**config.mk**
```make
export PLATFORM = sky130hd
export DESIGN_NAME = counting_semaphore_table_core
export DESIGN_NICKNAME = d
export VERILOG_FILES = /design/src/hw/rtl/cst_pkg.sv /design/src/hw/rtl/cst_ctrl.sv /design/src/hw/rtl/cst_dp.sv /design/src/hw/rtl/counting_semaphore_table_core.sv
export VERILOG_INCLUDE_DIRS = /design/src /design/src/hw/rtl
export SDC_FILE = /design/constraint.sdc
export NUM_CORES = 1
export LEC_CHECK = 0
export CAP_MARGIN = 20
export CORE_MARGIN = 3
export CORE_UTILIZATION = 45
export CTS_BUF_LIST = sky130_fd_sc_hd__clkbuf_16
export DETAILED_ROUTE_END_ITERATION = 8
export DONT_BUFFER_PORTS = 1
export HOLD_SLACK_MARGIN = 0.06
export PLACE_DENSITY_LB_ADDON = 0.1
export SETUP_SLACK_MARGIN = 0.4
export SLEW_MARGIN = 20
export SYNTH_ARGS = -nofsm -noshare
export SYNTH_HDL_FRONTEND = slang
export SYNTH_SLANG_ARGS = --single-unit
```
**constraint.sdc**
```tcl
create_clock -name clk -period 5.2 [get_ports clk]
set_input_delay 0 -clock clk [delete_from_list [all_inputs] [get_ports clk]]
set_output_delay 0 -clock clk [all_outputs]
set_load 0.005 [all_outputs]
```
**src/hw/rtl/counting_semaphore_table_core_macros.svh**
```systemverilog
// Assertion helpers shared by the semaphore table.
`ifndef COUNTING_SEMAPHORE_TABLE_CORE_MACROS_SVH
`define COUNTING_SEMAPHORE_TABLE_CORE_MACROS_SVH

// Consequent checked in the same cycle.
`define CST_ASSERT_NOW(label, clk, rst_n, ante, cons, msg) \
    label: assert property (@(posedge clk) disable iff (!rst_n) (ante) |-> (cons)) \
        else $error(msg);

// Consequent checked in the next cycle.
`define CST_ASSERT_NEXT(label, clk, rst_n, ante, cons, msg) \
    label: assert property (@(posedge clk) disable iff (!rst_n) (ante) |=> (cons)) \
        else $error(msg);

`endif

```
**src/hw/rtl/cst_pkg.sv**
```systemverilog
package cst_pkg;

    localparam int CNT_W  = 16;
    localparam int PROC_W = 4;
    localparam int SID_W  = 3;
    localparam int CMD_W  = 2;
    localparam int STAT_W = 2;

    localparam logic signed [CNT_W-1:0] CNT_MIN = {1'b1, {(CNT_W-1){1'b0}}};
    localparam logic signed [CNT_W-1:0] CNT_MAX = {1'b0, {(CNT_W-1){1'b1}}};
    localparam logic signed [CNT_W-1:0] CNT_ONE = CNT_W'(1);

    localparam logic [CMD_W-1:0] CMD_ALLOC  = 2'd0;
    localparam logic [CMD_W-1:0] CMD_WAIT   = 2'd1;
    localparam logic [CMD_W-1:0] CMD_SIGNAL = 2'd2;

    localparam logic [STAT_W-1:0] STATUS_OK        = 2'd0;
    localparam logic [STAT_W-1:0] STATUS_NO_FREE   = 2'd1;
    localparam logic [STAT_W-1:0] STATUS_NOT_ALLOC = 2'd2;
    localparam logic [STAT_W-1:0] STATUS_FULL      = 2'd3;

    typedef enum logic [1:0] {
        ST_IDLE,
        ST_EXEC,
        ST_DONE
    } state_t;

    typedef struct packed {
        logic capture;
        logic execute;
        logic publish;
    } ctrl_t;

    typedef struct packed {
        logic out_pending;
        logic out_taken;
    } dp_stat_t;

endpackage

```
**src/hw/rtl/cst_ctrl.sv**
```systemverilog
module cst_ctrl (
    input  logic              clk,
    input  logic              rst_n,
    input  logic              in_valid,
    output logic              in_stall,
    input  cst_pkg::dp_stat_t stat,
    output cst_pkg::ctrl_t    ctrl
);

    cst_pkg::state_t state_reg;
    cst_pkg::state_t state_next;
    logic            out_free;

    assign out_free = !stat.out_pending || stat.out_taken;

    always_ff @(posedge clk or negedge rst_n)
    begin
        if (!rst_n)
        begin
            state_reg <= cst_pkg::ST_IDLE;
        end
        else
        begin
            state_reg <= state_next;
        end
    end

    always_comb
    begin
        state_next = state_reg;
        unique case (state_reg)
            cst_pkg::ST_IDLE:
            begin
                if (in_valid)
                begin
                    state_next = cst_pkg::ST_EXEC;
                end
            end
            cst_pkg::ST_EXEC:
            begin
                state_next = cst_pkg::ST_DONE;
            end
            cst_pkg::ST_DONE:
            begin
                if (out_free)
                begin
                    state_next = cst_pkg::ST_IDLE;
                end
            end
            default:
            begin
                state_next = cst_pkg::ST_IDLE;
            end
        endcase
    end

    always_comb
    begin
        in_stall     = 1'b1;
        ctrl.capture = 1'b0;
        ctrl.execute = 1'b0;
        ctrl.publish = 1'b0;
        unique case (state_reg)
            cst_pkg::ST_IDLE:
            begin
                in_stall     = 1'b0;
                ctrl.capture = in_valid;
            end
            cst_pkg::ST_EXEC:
            begin
                ctrl.execute = 1'b1;
            end
            cst_pkg::ST_DONE:
            begin
                // hold the result until the output register frees up
                ctrl.publish = out_free;
            end
            default:
            begin
                in_stall = 1'b1;
            end
        endcase
    end

endmodule

```
**src/hw/rtl/cst_dp.sv**
```systemverilog
module cst_dp #(
    parameter int NUM_SEMS  = 8,
    parameter int NUM_PROCS = 16
) (
    input  logic                              clk,
    input  logic                              rst_n,
    input  cst_pkg::ctrl_t                    ctrl,
    output cst_pkg::dp_stat_t                 stat,
    input  logic [cst_pkg::CMD_W-1:0]         command,
    input  logic [cst_pkg::SID_W-1:0]         sem_id,
    input  logic signed [cst_pkg::CNT_W-1:0]  init_value,
    input  logic [cst_pkg::PROC_W-1:0]        proc_id,
    output logic                              out_valid,
    input  logic                              out_stall,
    output logic [cst_pkg::STAT_W-1:0]        status,
    output logic [cst_pkg::SID_W-1:0]         alloc_id,
    output logic                              blocked,
    output logic                              wake_valid,
    output logic [cst_pkg::PROC_W-1:0]        wake_proc
);

    localparam int SEM_W     = (NUM_SEMS > 1) ? $clog2(NUM_SEMS) : 1;
    localparam int PTR_W     = $clog2(NUM_PROCS);
    localparam int FILL_W    = $clog2(NUM_PROCS + 1);
    localparam int MEM_DEPTH = NUM_SEMS * NUM_PROCS;
    localparam int MEM_AW    = $clog2(MEM_DEPTH);

    // captured beat
    logic [cst_pkg::CMD_W-1:0]        cmd_reg;
    logic [cst_pkg::SID_W-1:0]        sid_reg;
    logic signed [cst_pkg::CNT_W-1:0] init_reg;
    logic [cst_pkg::PROC_W-1:0]       pid_reg;

    // semaphore table
    logic [NUM_SEMS-1:0]              sem_valid_reg;
    logic signed [cst_pkg::CNT_W-1:0] sem_count_reg [NUM_SEMS];
    logic [PTR_W-1:0]                 queue_head_reg [NUM_SEMS];
    logic [PTR_W-1:0]                 queue_tail_reg [NUM_SEMS];
    logic [FILL_W-1:0]                queue_fill_reg [NUM_SEMS];

    logic [cst_pkg::PROC_W-1:0]       wait_queue [MEM_DEPTH];
    logic [cst_pkg::PROC_W-1:0]       rd_data_reg;

    // pending result
    logic [cst_pkg::STAT_W-1:0]       res_status_reg;
    logic [cst_pkg::SID_W-1:0]        res_alloc_reg;
    logic                             res_blk_reg;
    logic                             res_wv_reg;

    logic                             out_valid_reg;
    logic [cst_pkg::STAT_W-1:0]       out_status_reg;
    logic [cst_pkg::SID_W-1:0]        out_alloc_reg;
    logic                             out_blk_reg;
    logic                             out_wv_reg;
    logic [cst_pkg::PROC_W-1:0]       out_proc_reg;

    logic                             free_found;
    logic [SEM_W-1:0]                 free_idx;
    logic                             sid_in_range;
    logic [SEM_W-1:0]                 sel;
    logic                             sel_valid;
    logic signed [cst_pkg::CNT_W-1:0] cur_count;
    logic signed [cst_pkg::CNT_W-1:0] dec_count;
    logic signed [cst_pkg::CNT_W-1:0] inc_count;
    logic [PTR_W-1:0]                 head_cur;
    logic [PTR_W-1:0]                 tail_cur;
    logic [FILL_W-1:0]                fill_cur;
    logic [PTR_W-1:0]                 head_adv;
    logic [PTR_W-1:0]                 tail_adv;
    logic                             queue_full;
    logic                             queue_empty;
    logic                             is_alloc;
    logic                             is_wait;
    logic                             is_signal;
    logic                             do_alloc;
    logic                             do_wait;
    logic                             do_block;
    logic                             do_signal;
    logic                             do_wake;
    logic [MEM_AW-1:0]                sem_base;
    logic [MEM_AW-1:0]                wr_addr;
    logic [MEM_AW-1:0]                rd_addr;
    logic [cst_pkg::STAT_W-1:0]       res_status_next;

    // lowest free entry wins: scan from the top down
    always_comb
    begin
        free_found = 1'b0;
        free_idx   = '0;
        for (int i = NUM_SEMS - 1; i >= 0; i--)
        begin
            if (!sem_valid_reg[i])
            begin
                free_found = 1'b1;
                free_idx   = SEM_W'(i);
            end
        end
    end

    assign sid_in_range = 32'(sid_reg) < 32'(NUM_SEMS);
    assign sel          = SEM_W'(sid_reg);
    assign sel_valid    = sid_in_range && sem_valid_reg[sel];
    assign cur_count    = sem_count_reg[sel];
    assign dec_count    = (cur_count == cst_pkg::CNT_MIN) ? cst_pkg::CNT_MIN
                                                          : cur_count - cst_pkg::CNT_ONE;
    assign inc_count    = (cur_count == cst_pkg::CNT_MAX) ? cst_pkg::CNT_MAX
                                                          : cur_count + cst_pkg::CNT_ONE;
    assign head_cur     = queue_head_reg[sel];
    assign tail_cur     = queue_tail_reg[sel];
    assign fill_cur     = queue_fill_reg[sel];
    assign head_adv     = (head_cur == PTR_W'(NUM_PROCS - 1)) ? '0 : head_cur + PTR_W'(1);
    assign tail_adv     = (tail_cur == PTR_W'(NUM_PROCS - 1)) ? '0 : tail_cur + PTR_W'(1);
    assign queue_full   = fill_cur == FILL_W'(NUM_PROCS);
    assign queue_empty  = fill_cur == '0;

    assign is_alloc  = cmd_reg == cst_pkg::CMD_ALLOC;
    assign is_wait   = cmd_reg == cst_pkg::CMD_WAIT;
    assign is_signal = cmd_reg == cst_pkg::CMD_SIGNAL;

    assign do_alloc  = ctrl.execute && is_alloc && free_found;
    assign do_wait   = ctrl.execute && is_wait && sel_valid
                       && (!dec_count[cst_pkg::CNT_W-1] || !queue_full);
    assign do_block  = do_wait && dec_count[cst_pkg::CNT_W-1];
    assign do_signal = ctrl.execute && is_signal && sel_valid;
    assign do_wake   = do_signal && !queue_empty;

    assign sem_base = MEM_AW'(sel) * MEM_AW'(NUM_PROCS);
    assign wr_addr  = sem_base + MEM_AW'(tail_cur);
    assign rd_addr  = sem_base + MEM_AW'(head_cur);

    always_comb
    begin
        res_status_next = cst_pkg::STATUS_OK;
        priority if (is_alloc && !free_found)
        begin
            res_status_next = cst_pkg::STATUS_NO_FREE;
        end
        else if ((is_wait || is_signal) && !sel_valid)
        begin
            res_status_next = cst_pkg::STATUS_NOT_ALLOC;
        end
        else if (is_wait && dec_count[cst_pkg::CNT_W-1] && queue_full)
        begin
            res_status_next = cst_pkg::STATUS_FULL;
        end
        else
        begin
            res_status_next = cst_pkg::STATUS_OK;
        end
    end

    always_ff @(posedge clk)
    begin
        if (ctrl.capture)
        begin
            cmd_reg  <= command;
            sid_reg  <= sem_id;
            init_reg <= init_value;
            pid_reg  <= proc_id;
        end
    end

    always_ff @(posedge clk or negedge rst_n)
    begin
        if (!rst_n)
        begin
            sem_valid_reg <= '0;
            for (int i = 0; i < NUM_SEMS; i++)
            begin
                sem_count_reg[i]  <= '0;
                queue_head_reg[i] <= '0;
                queue_tail_reg[i] <= '0;
                queue_fill_reg[i] <= '0;
            end
        end
        else
        begin
            if (do_alloc)
            begin
                sem_valid_reg[free_idx] <= 1'b1;
                sem_count_reg[free_idx] <= init_reg;
            end
            if (do_wait)
            begin
                sem_count_reg[sel] <= dec_count;
            end
            if (do_block)
            begin
                queue_tail_reg[sel] <= tail_adv;
                queue_fill_reg[sel] <= fill_cur + FILL_W'(1);
            end
            if (do_signal)
            begin
                sem_count_reg[sel] <= inc_count;
            end
            if (do_wake)
            begin
                queue_head_reg[sel] <= head_adv;
                queue_fill_reg[sel] <= fill_cur - FILL_W'(1);
            end
        end
    end

    always_ff @(posedge clk)
    begin
        if (do_block)
        begin
            wait_queue[wr_addr] <= pid_reg;
        end
        if (do_wake)
        begin
            rd_data_reg <= wait_queue[rd_addr];
        end
    end

    always_ff @(posedge clk)
    begin
        if (ctrl.execute)
        begin
            res_status_reg <= res_status_next;
            res_alloc_reg  <= do_alloc ? cst_pkg::SID_W'(free_idx) : '0;
            res_blk_reg    <= do_block;
            res_wv_reg     <= do_wake;
        end
    end

    always_ff @(posedge clk or negedge rst_n)
    begin
        if (!rst_n)
        begin
            out_valid_reg <= 1'b0;
        end
        else if (ctrl.publish)
        begin
            out_valid_reg <= 1'b1;
        end
        else if (!out_stall)
        begin
            out_valid_reg <= 1'b0;
        end
    end

    always_ff @(posedge clk)
    begin
        if (ctrl.publish)
        begin
            out_status_reg <= res_status_reg;
            out_alloc_reg  <= res_alloc_reg;
            out_blk_reg    <= res_blk_reg;
            out_wv_reg     <= res_wv_reg;
            out_proc_reg   <= res_wv_reg ? rd_data_reg : '0;
        end
    end

    assign stat.out_pending = out_valid_reg;
    assign stat.out_taken   = out_valid_reg && !out_stall;

    assign out_valid  = out_valid_reg;
    assign status     = out_status_reg;
    assign alloc_id   = out_alloc_reg;
    assign blocked    = out_blk_reg;
    assign wake_valid = out_wv_reg;
    assign wake_proc  = out_proc_reg;

endmodule

```
**src/hw/rtl/counting_semaphore_table_core.sv**
```systemverilog
// Table of NUM_SEMS counting semaphores, each with a saturating signed count and
// a FIFO of up to NUM_PROCS waiting process numbers. One command beat gives one
// result beat. A command is captured into the beat registers when accepted,
// then executed (table update and the registered read of the wait queue memory)
// into the result registers, and then published into the output register, which
// offers its result beat. The next command is accepted in the cycle after
// publish, also while the previous result still waits to be taken; a new command
// is not taken before the previous one is published. A stalled output holds the
// sequencer in publish until the pending result is taken. No clearing pass after
// reset: queue fill counts guard the wait queue memory.
`include "counting_semaphore_table_core_macros.svh"

module counting_semaphore_table_core #(
    parameter int NUM_SEMS  = 8,
    parameter int NUM_PROCS = 16
) (
    input  logic                              clk,
    input  logic                              rst_n,
    input  logic                              in_valid,
    output logic                              in_stall,
    input  logic [cst_pkg::CMD_W-1:0]         command,
    input  logic [cst_pkg::SID_W-1:0]         sem_id,
    input  logic signed [cst_pkg::CNT_W-1:0]  init_value,
    input  logic [cst_pkg::PROC_W-1:0]        proc_id,
    output logic                              out_valid,
    input  logic                              out_stall,
    output logic [cst_pkg::STAT_W-1:0]        status,
    output logic [cst_pkg::SID_W-1:0]         alloc_id,
    output logic                              blocked,
    output logic                              wake_valid,
    output logic [cst_pkg::PROC_W-1:0]        wake_proc
);

    cst_pkg::ctrl_t    ctrl;
    cst_pkg::dp_stat_t stat;

    cst_ctrl u_ctrl (
        .clk      (clk),
        .rst_n    (rst_n),
        .in_valid (in_valid),
        .in_stall (in_stall),
        .stat     (stat),
        .ctrl     (ctrl)
    );

    cst_dp #(
        .NUM_SEMS  (NUM_SEMS),
        .NUM_PROCS (NUM_PROCS)
    ) u_dp (
        .clk        (clk),
        .rst_n      (rst_n),
        .ctrl       (ctrl),
        .stat       (stat),
        .command    (command),
        .sem_id     (sem_id),
        .init_value (init_value),
        .proc_id    (proc_id),
        .out_valid  (out_valid),
        .out_stall  (out_stall),
        .status     (status),
        .alloc_id   (alloc_id),
        .blocked    (blocked),
        .wake_valid (wake_valid),
        .wake_proc  (wake_proc)
    );

    // one command in flight: an accepted beat blocks the input the next cycle
    `CST_ASSERT_NEXT(a_busy_after_accept, clk, rst_n, in_valid && !in_stall, in_stall, "input open while busy")

    `CST_ASSERT_NEXT(a_publish_shows, clk, rst_n, ctrl.publish, out_valid, "published result not shown")

    // a failed command reports nothing else
    `CST_ASSERT_NOW(a_error_clean, clk, rst_n, out_valid && status != cst_pkg::STATUS_OK, !blocked && !wake_valid && alloc_id == '0, "error result carries data")

    `CST_ASSERT_NOW(a_wake_exclusive, clk, rst_n, out_valid && wake_valid, !blocked, "wake and block together")

endmodule
```
After elaboration in Yosys (flattened, before gate mapping)
Memory sizes are Yosys's and may differ from the RTL's. A register that Yosys moved wholly into a read port is not among the register bits.
Cells that the tools add are included.
{"block": "totals", "mem_count": 1, "elab_cells": 179, "reg_bits": 286, "mem_bits_rw": 512, "in_bits": 29, "output_inout_bits": 13}
{"memory": "u_dp.wait_queue", "depth": 128, "width": 4, "rd": 1, "rd_ports_with_merged_regs": 1, "write_ports": 1, "line": "cst_dp.sv:41", "text": "logic [cst_pkg::PROC_W-1:0] wait_queue [MEM_DEPTH];"}
{"block": "op_classes", "bitwise": 3, "reduce_logical": 31, "mux": 69, "order_cmp": 7, "eq_ne": 12, "add_sub_neg": 8}
{"operator": "128-bit bitwise mux", "count": 3}
{"operator": "128-bit two-way mux", "count": 3}
{"operator": "16-bit demux with 3-bit select", "count": 2}
{"operator": "16-bit two-way mux", "count": 6}
{"operator": "40-bit bitwise mux", "count": 2}
{"operator": "40-bit two-way mux", "count": 2}
{"operator": "32-bit bitwise mux", "count": 2}
{"operator": "16-bit binary-select mux with 3-bit select", "count": 1}
{"operator": "16-bit equality test (second input constant)", "count": 2}
{"operator": "4-bit two-way mux", "count": 7}
{"operator": "4-bit binary-select mux with 3-bit select", "count": 2}
{"operator": "3-bit two-way mux", "count": 8}
{"operator": "1-bit two-way mux", "count": 18}
{"operator": "1-bit logical AND", "count": 17}
{"operator": "16-bit by 2-bit adder with 16-bit output (second input constant)", "count": 1}
{"operator": "16-bit by 2-bit subtractor with 16-bit output (second input constant)", "count": 1}
{"operator": "5-bit binary-select mux with 3-bit select", "count": 1}
{"operator": "5-bit demux with 3-bit select", "count": 1}
{"operator": "5-bit two-way mux", "count": 3}
{"operator": "7-bit by 4-bit adder with 7-bit output", "count": 2}
{"operator": "4-bit demux with 3-bit select", "count": 1}
{"operator": "4-bit by 1-bit adder with 4-bit output (second input constant)", "count": 2}
{"operator": "4-bit equality test (second input constant)", "count": 2}
{"operator": "4-bit greater-or-equal comparator (second input constant)", "count": 2}
{"operator": "other kinds (21)", "count": 39}

Depth between registers and ports, before layout
{"block": "logic_depth", "ltp_word": 19, "ltp_mapped": 20, "ltp_nobuf": 14}

Modules after synthesis
Synthesis repeated with hierarchy kept, for this count alone.
{"block": "hier_totals", "hier_cells": 3243, "hier_area_um2": 37298.3}
{"module": "cst_dp", "cells_per_inst": 3231, "area_per_inst_um2": 37188.2, "n_inst": 1, "seq_area_each_um2": 22816.9}
{"module": "cst_ctrl", "cells_per_inst": 12, "area_per_inst_um2": 110.1, "n_inst": 1, "seq_area_each_um2": 50.0}

Least setup slack after synthesis
No wires, ideal clock.
{"block": "synth_path", "path_type": "flip-flop to flip-flop", "start": "reg u_dp.sid_reg, in the netlist u_dp.sel[2]", "end": "mem u_dp.wait_queue[100][0] (netlist name) (enable)", "arrival_ps": 3693, "path_stages_with_launch": 18, "period_less_slack_ps": 4055, "path_slack_ps": 1145, "setup_time_ps": 361, "t_required_ps": 4839, "n_path_buf": 6, "cell_sequence": "edfxtp_1 > buf_4 > buf_4 > buf_4 > buf_4 > clkbuf_1 > nor3_2 > a22oi_1 > and4_1 > ha_1 > nand3_1 > o21ai_2 > a31oi_1 > nand2_2 > nor2_1 > nand2_1 > clkbuf_1 > nor3_1"}
{"block": "synth_via", "elab_chain_len": 12, "elab_cells_between_ends": 25, "cone_classes": "add/sub (2); eq/ne (2); mux (14); bitwise (1); reduce/logical (6)"}
{"element": "start, declared", "line": "cst_dp.sv:30", "text": "logic [cst_pkg::SID_W-1:0] sid_reg;"}
{"element": "start signal, assigned", "line": "cst_dp.sv:157", "text": "sid_reg <= sem_id;"}
{"element": "3-bit inverter with 4-bit output (not written as such)", "line": "cst_dp.sv:103, cst_dp.sv:109, cst_dp.sv:110"}
{"element": "16-bit binary-select mux with 3-bit select", "line": "cst_dp.sv:103", "text": "assign cur_count = sem_count_reg[sel];"}
{"element": "16-bit two-way mux (not written as such) (2 in a row)", "line": "cst_dp.sv:103"}
{"element": "16-bit by 2-bit subtractor with 16-bit output or 16-bit equality test (tied branches)", "line": "cst_dp.sv:105, cst_dp.sv:104"}
{"element": "16-bit two-way mux", "line": "cst_dp.sv:104", "text": "assign dec_count = (cur_count == cst_pkg::CNT_MIN) ? cst_pkg::CNT_MIN"}
{"element": "1-bit logical NOT", "line": "cst_dp.sv:122", "text": "&& (!dec_count[cst_pkg::CNT_W-1] || !queue_full);"}
{"element": "1-bit logical OR", "line": "cst_dp.sv:122"}
{"element": "1-bit logical AND", "line": "cst_dp.sv:122"}
{"element": "1-bit logical AND", "line": "cst_dp.sv:123", "text": "assign do_block = do_wait && dec_count[cst_pkg::CNT_W-1];"}
{"element": "1-bit two-way mux", "line": "cst_dp.sv:206", "text": "if (do_block)"}
{"element": "1-bit two-way mux (not written as such)", "line": "cst_dp.sv:208", "text": "wait_queue[wr_addr] <= pid_reg;"}
{"element": "end, declared", "line": "cst_dp.sv:41"}
Parallel ways exist; a longest one is shown, timed or not. The select of a mux whose other input is x is not followed.

Worst setup path in the final report
{"block": "layout_path", "start": "reg u_dp.sid_reg, in the netlist u_dp.sel[1]", "end": "reg u_dp.rd_data_reg[3] (netlist name), read port of u_dp.wait_queue (data pin)"}
{"block": "layout_via", "elab_chain_len": 7, "elab_cells_between_ends": 14, "cone_classes": "add/sub (1); mux (8); bitwise (1); reduce/logical (4)"}
{"element": "branches (longest 7 deep; another with 7-bit by 4-bit adder with 7-bit output)"}
{"element": "end, declared", "line": "cst_dp.sv:42", "text": "logic [cst_pkg::PROC_W-1:0] rd_data_reg;"}
Several ways; the timed one is not identified. The select of a mux whose other input is x is not followed.
A chain may end at the register's enable or synchronous reset.

==> parameters.txt <==
Parameter                              Value

Floorplan
  Overall die area    0.0863 sq mm
  Boundary pin count    42
  Die width    294 microns
  Number of cell rows    104
  Core Region    0.0813 sq mm
  Vertical die dimension    294 microns
  Initial cell density of the core    0.458

Logic synthesis
  Fraction of the yosys area taken by sequential cells    0.614
  Average cell area after synthesis    11.4 sq um
  Proportion of synthesized flip-flops having asynchronous set or reset    0.303
  Post-synth EDFFs    559
  Most instantiated library cell after synthesis    sky130_fd_sc_hd__nand2_1
  Total of flip-flops plus latches after synthesis    802
  Synth Warn #    0
  Syn Nets    3302
  Predominant post-synthesis flop cell    sky130_fd_sc_hd__edfxtp_1
  Synth cell types    88
  Yosys top cell by area    sky130_fd_sc_hd__edfxtp_1
  Synth cell count leaders    sky130_fd_sc_hd__nand2_1 (745), sky130_fd_sc_hd__edfxtp_1 (559), sky130_fd_sc_hd__dfrtp_1 (243)
  Post-synthesis cell count    3263
  Most area-consuming cells after synthesis    sky130_fd_sc_hd__edfxtp_1 (45%), sky130_fd_sc_hd__dfrtp_1 (16%), sky130_fd_sc_hd__nand2_1 (7.5%), sky130_fd_sc_hd__mux2i_1 (3.9%), sky130_fd_sc_hd__nand3_1 (3.0%)
  Mapped cell area    0.0373 sq mm
  Area share of the largest cell type after synthesis    0.450

STA
  Max Clock Freq    218 MHz
  RSZ-0062 raised after global routing    no
  Number of pins with negative max-slew slack in the final report    0
  Setup TNS    0 ns
  Min Tclk post-route    4.59 ns
  Final setup violation count    0
  Number of failing hold endpoints at the final stage    243
  Fin Clk Skew    0.0306 ns
  Minimum hold slack    -0.948 ns
  Slew at the pin closest to its max-slew limit    1.10 ns
  Final Cycle Share    0.882
  Slew margin rel.    0.267

Routing
  Number of antenna-violating nets in the routed design    0
  Final routed DRC violation total    0
  Total Routed Length    124000 microns
  Number of DRC markers after the initial detailed-route iteration    3019
  Wirelength per Cell    27.8 microns
  Per-cell via count in the routed design    6.23
  Vias after detailed routing    27700
  Number of optimization iterations in the first detailed-route pass    8

Finish
  Area used by sequential logic in the layout    0.0229 sq mm
  Final antenna diode count    0
  Total area of multi-input combinational cells    0.0134 sq mm
  Layout-stage area growth over the synthesis result    13.2%
  Filler instances    7102
  Final standard cell utilization of the core    0.519
  Share of final-layout standard cells stronger than drive strength 1    0.125
  Flip-flop count of the largest register after layout    512
  Final #Nets    3354

Placed design
  Port buffer count    0
  Detailed Place HPWL    79700 microns
  GP Congestion    0.930

CTS
  Longest Clk Path Bufs    3
  Clock-pin slew of the registers on the worst-case setup and hold paths    0.06 ns
  Count of hold-fix buffers inserted at cts    54
  H-tree level count    3
  Number of sinks handled by clock tree synthesis    802
  Insertion delay of the later-clocked pin in the worst-skew pair    0.65 ns
  Buffer cell driving the clock tree root    sky130_fd_sc_hd__clkbuf_16
  Clock tree from TritonCTS    yes
  Total clock buffers created by CTS    89

GRT
  Remaining global-route overflow    0
  Via count of the first global-routing pass    27600
  GRT Resource Usage Total    0.285
  Number of antenna violations at the first check in global routing    0
  Largest net degree at the start of global routing    244
  First-pass GRT wire length    183000 microns

Flow run
  Max-cap violation count    0

Pwr
  Static leakage power    16.1 nW
  Total power density per cell area    425 mW/mm^2
  Largest vdd supply drop    0.315 mV

Setup path
  Max FO, Critical Path    59
  Required time worst endpoint    5.52 ns
  CP peak stage delay    0.65 ns
  Type of the setup path with the least slack    reg2reg
  Sort of element at the start of the critical path    flop
  Number of buffer and inverter stages on the critical path    3
  Ordered list of cells on the worst path    buf_4 -> mux4_2 -> nor2_2 -> or2_4 -> inv_8 -> buf_4 -> a21oi_1 -> o21ai_0 -> a21oi_1 -> or4_1 -> nor3_2 -> o211ai_1
  Endpoint kind of the worst setup timing path    flop
  Gate family responsible for the most delay along the worst path    simple AND/OR/NAND/NOR gates
  Slowest stage cell on the critical path    sky130_fd_sc_hd__edfxtp_1
  Worst Path Arrival    4.91 ns

Outcome
  Run status    finished, violations left
  Failing checks    hold timing

Worst hold path
  Type of the tightest min-delay check    in2async
-- stage by stage --
stage / setup WS, ns / power [mW] / cell area (sq um) / instances / hold WS [ns]
after floorplan: 1.15 / 10.4 / 37300 / 3263 / -0.296
after global placement: 0.330 / 11.5 / 38700 / 4229 / -0.285
after detailed placement: 0.306 / 11.6 / 38700 / 4229 / -0.284
after CTS: 0.416 / 18.0 / 42200 / 4450 / -0.982
after global routing: 0.425 / 18.7 / 42200 / 4451 / -0.960
final: 0.612 / 17.9 / 42200 / 4451 / -0.948
-- cells by family after synthesis --
family / Yosys count / synth area share
fa+ha+maj: 10 / 0.00336
simple gates: 1383 / 0.162
buf+inv: 246 / 0.0304
compound gates: 530 / 0.0950
mux: 269 / 0.0902
xor+xnor: 23 / 0.00541
flops: 802 / 0.614
-- layout make-up --
type                    instances  area share
clock buffers                  90      0.0534
multi-input cells            2215       0.316
flip-flops and latches        802       0.542
clock inverters                77      0.0166
well taps                    1060      0.0314
inverters                      26     0.00255
repair buffers                181      0.0375
-- final timing paths --
kind                                        from                     end  slack (ns)  depth (start not counted)
setup / recovery                     u_dp.sel[1]     u_dp.rd_data_reg[3]        0.61                         12
hold / removal                             rst_n  u_dp.sem_count_reg[97]       -0.95                          0
setup reg to reg                     u_dp.sel[1]     u_dp.rd_data_reg[3]        0.61                         12
hold reg to reg            u_dp.res_alloc_reg[2]        u_dp.alloc_id[2]        0.43                          0
max in group asynchronous                  rst_n     u_ctrl.state_reg[1]        5.25                          0
min in group clk                       out_stall     u_ctrl.state_reg[1]        0.16                          3
-- cell usage in the layout (no fill, tap or decap), drive strengths merged, types with 54 or more instances in the layout --
master / instances
o21ai: 136
nand2: 752
nand3: 221
dlygate4sd3: 54
nor3: 88
mux2i: 148
mux2: 78
nor2: 170
edfxtp: 559
a21oi: 102
dfrtp: 243
buf: 127
clkbuf: 90
-- report_power, final --
part	internal, mW	total [mW]	switching (mW)
clock	3.67	6.35	2.69
sequential	7.50	7.89	0.387
combinational	1.31	3.70	2.40
-- routing by layer --
layer | vias to the layer above | global-route usage | share of wire
li1 | 12100 | - | -
met1 | 14000 | 0.371 | 0.40
met2 | 1321 | 0.479 | 0.48
met3 | 257 | 0.0401 | 0.072
met4 | 0 | 0.124 | 0.045
met5 | - | 0 | 0
-- timing repair --
item,CTS,global route
setup endpoints to repair,1,11
setup buffers,0,0
resized for setup,1,4
hold endpoints to repair,307,243
-- worst register-to-register path: cells and delay by family (launching register included) --
kind,cells,cell delay [ns]
and+or+nand+nor,4,1.46
buffers and inverters,3,1.06
AOI/OAI and AO/OA,4,0.86
DFF,1,0.65
muxes,1,0.23
Power figures use the tool's default switching activity.
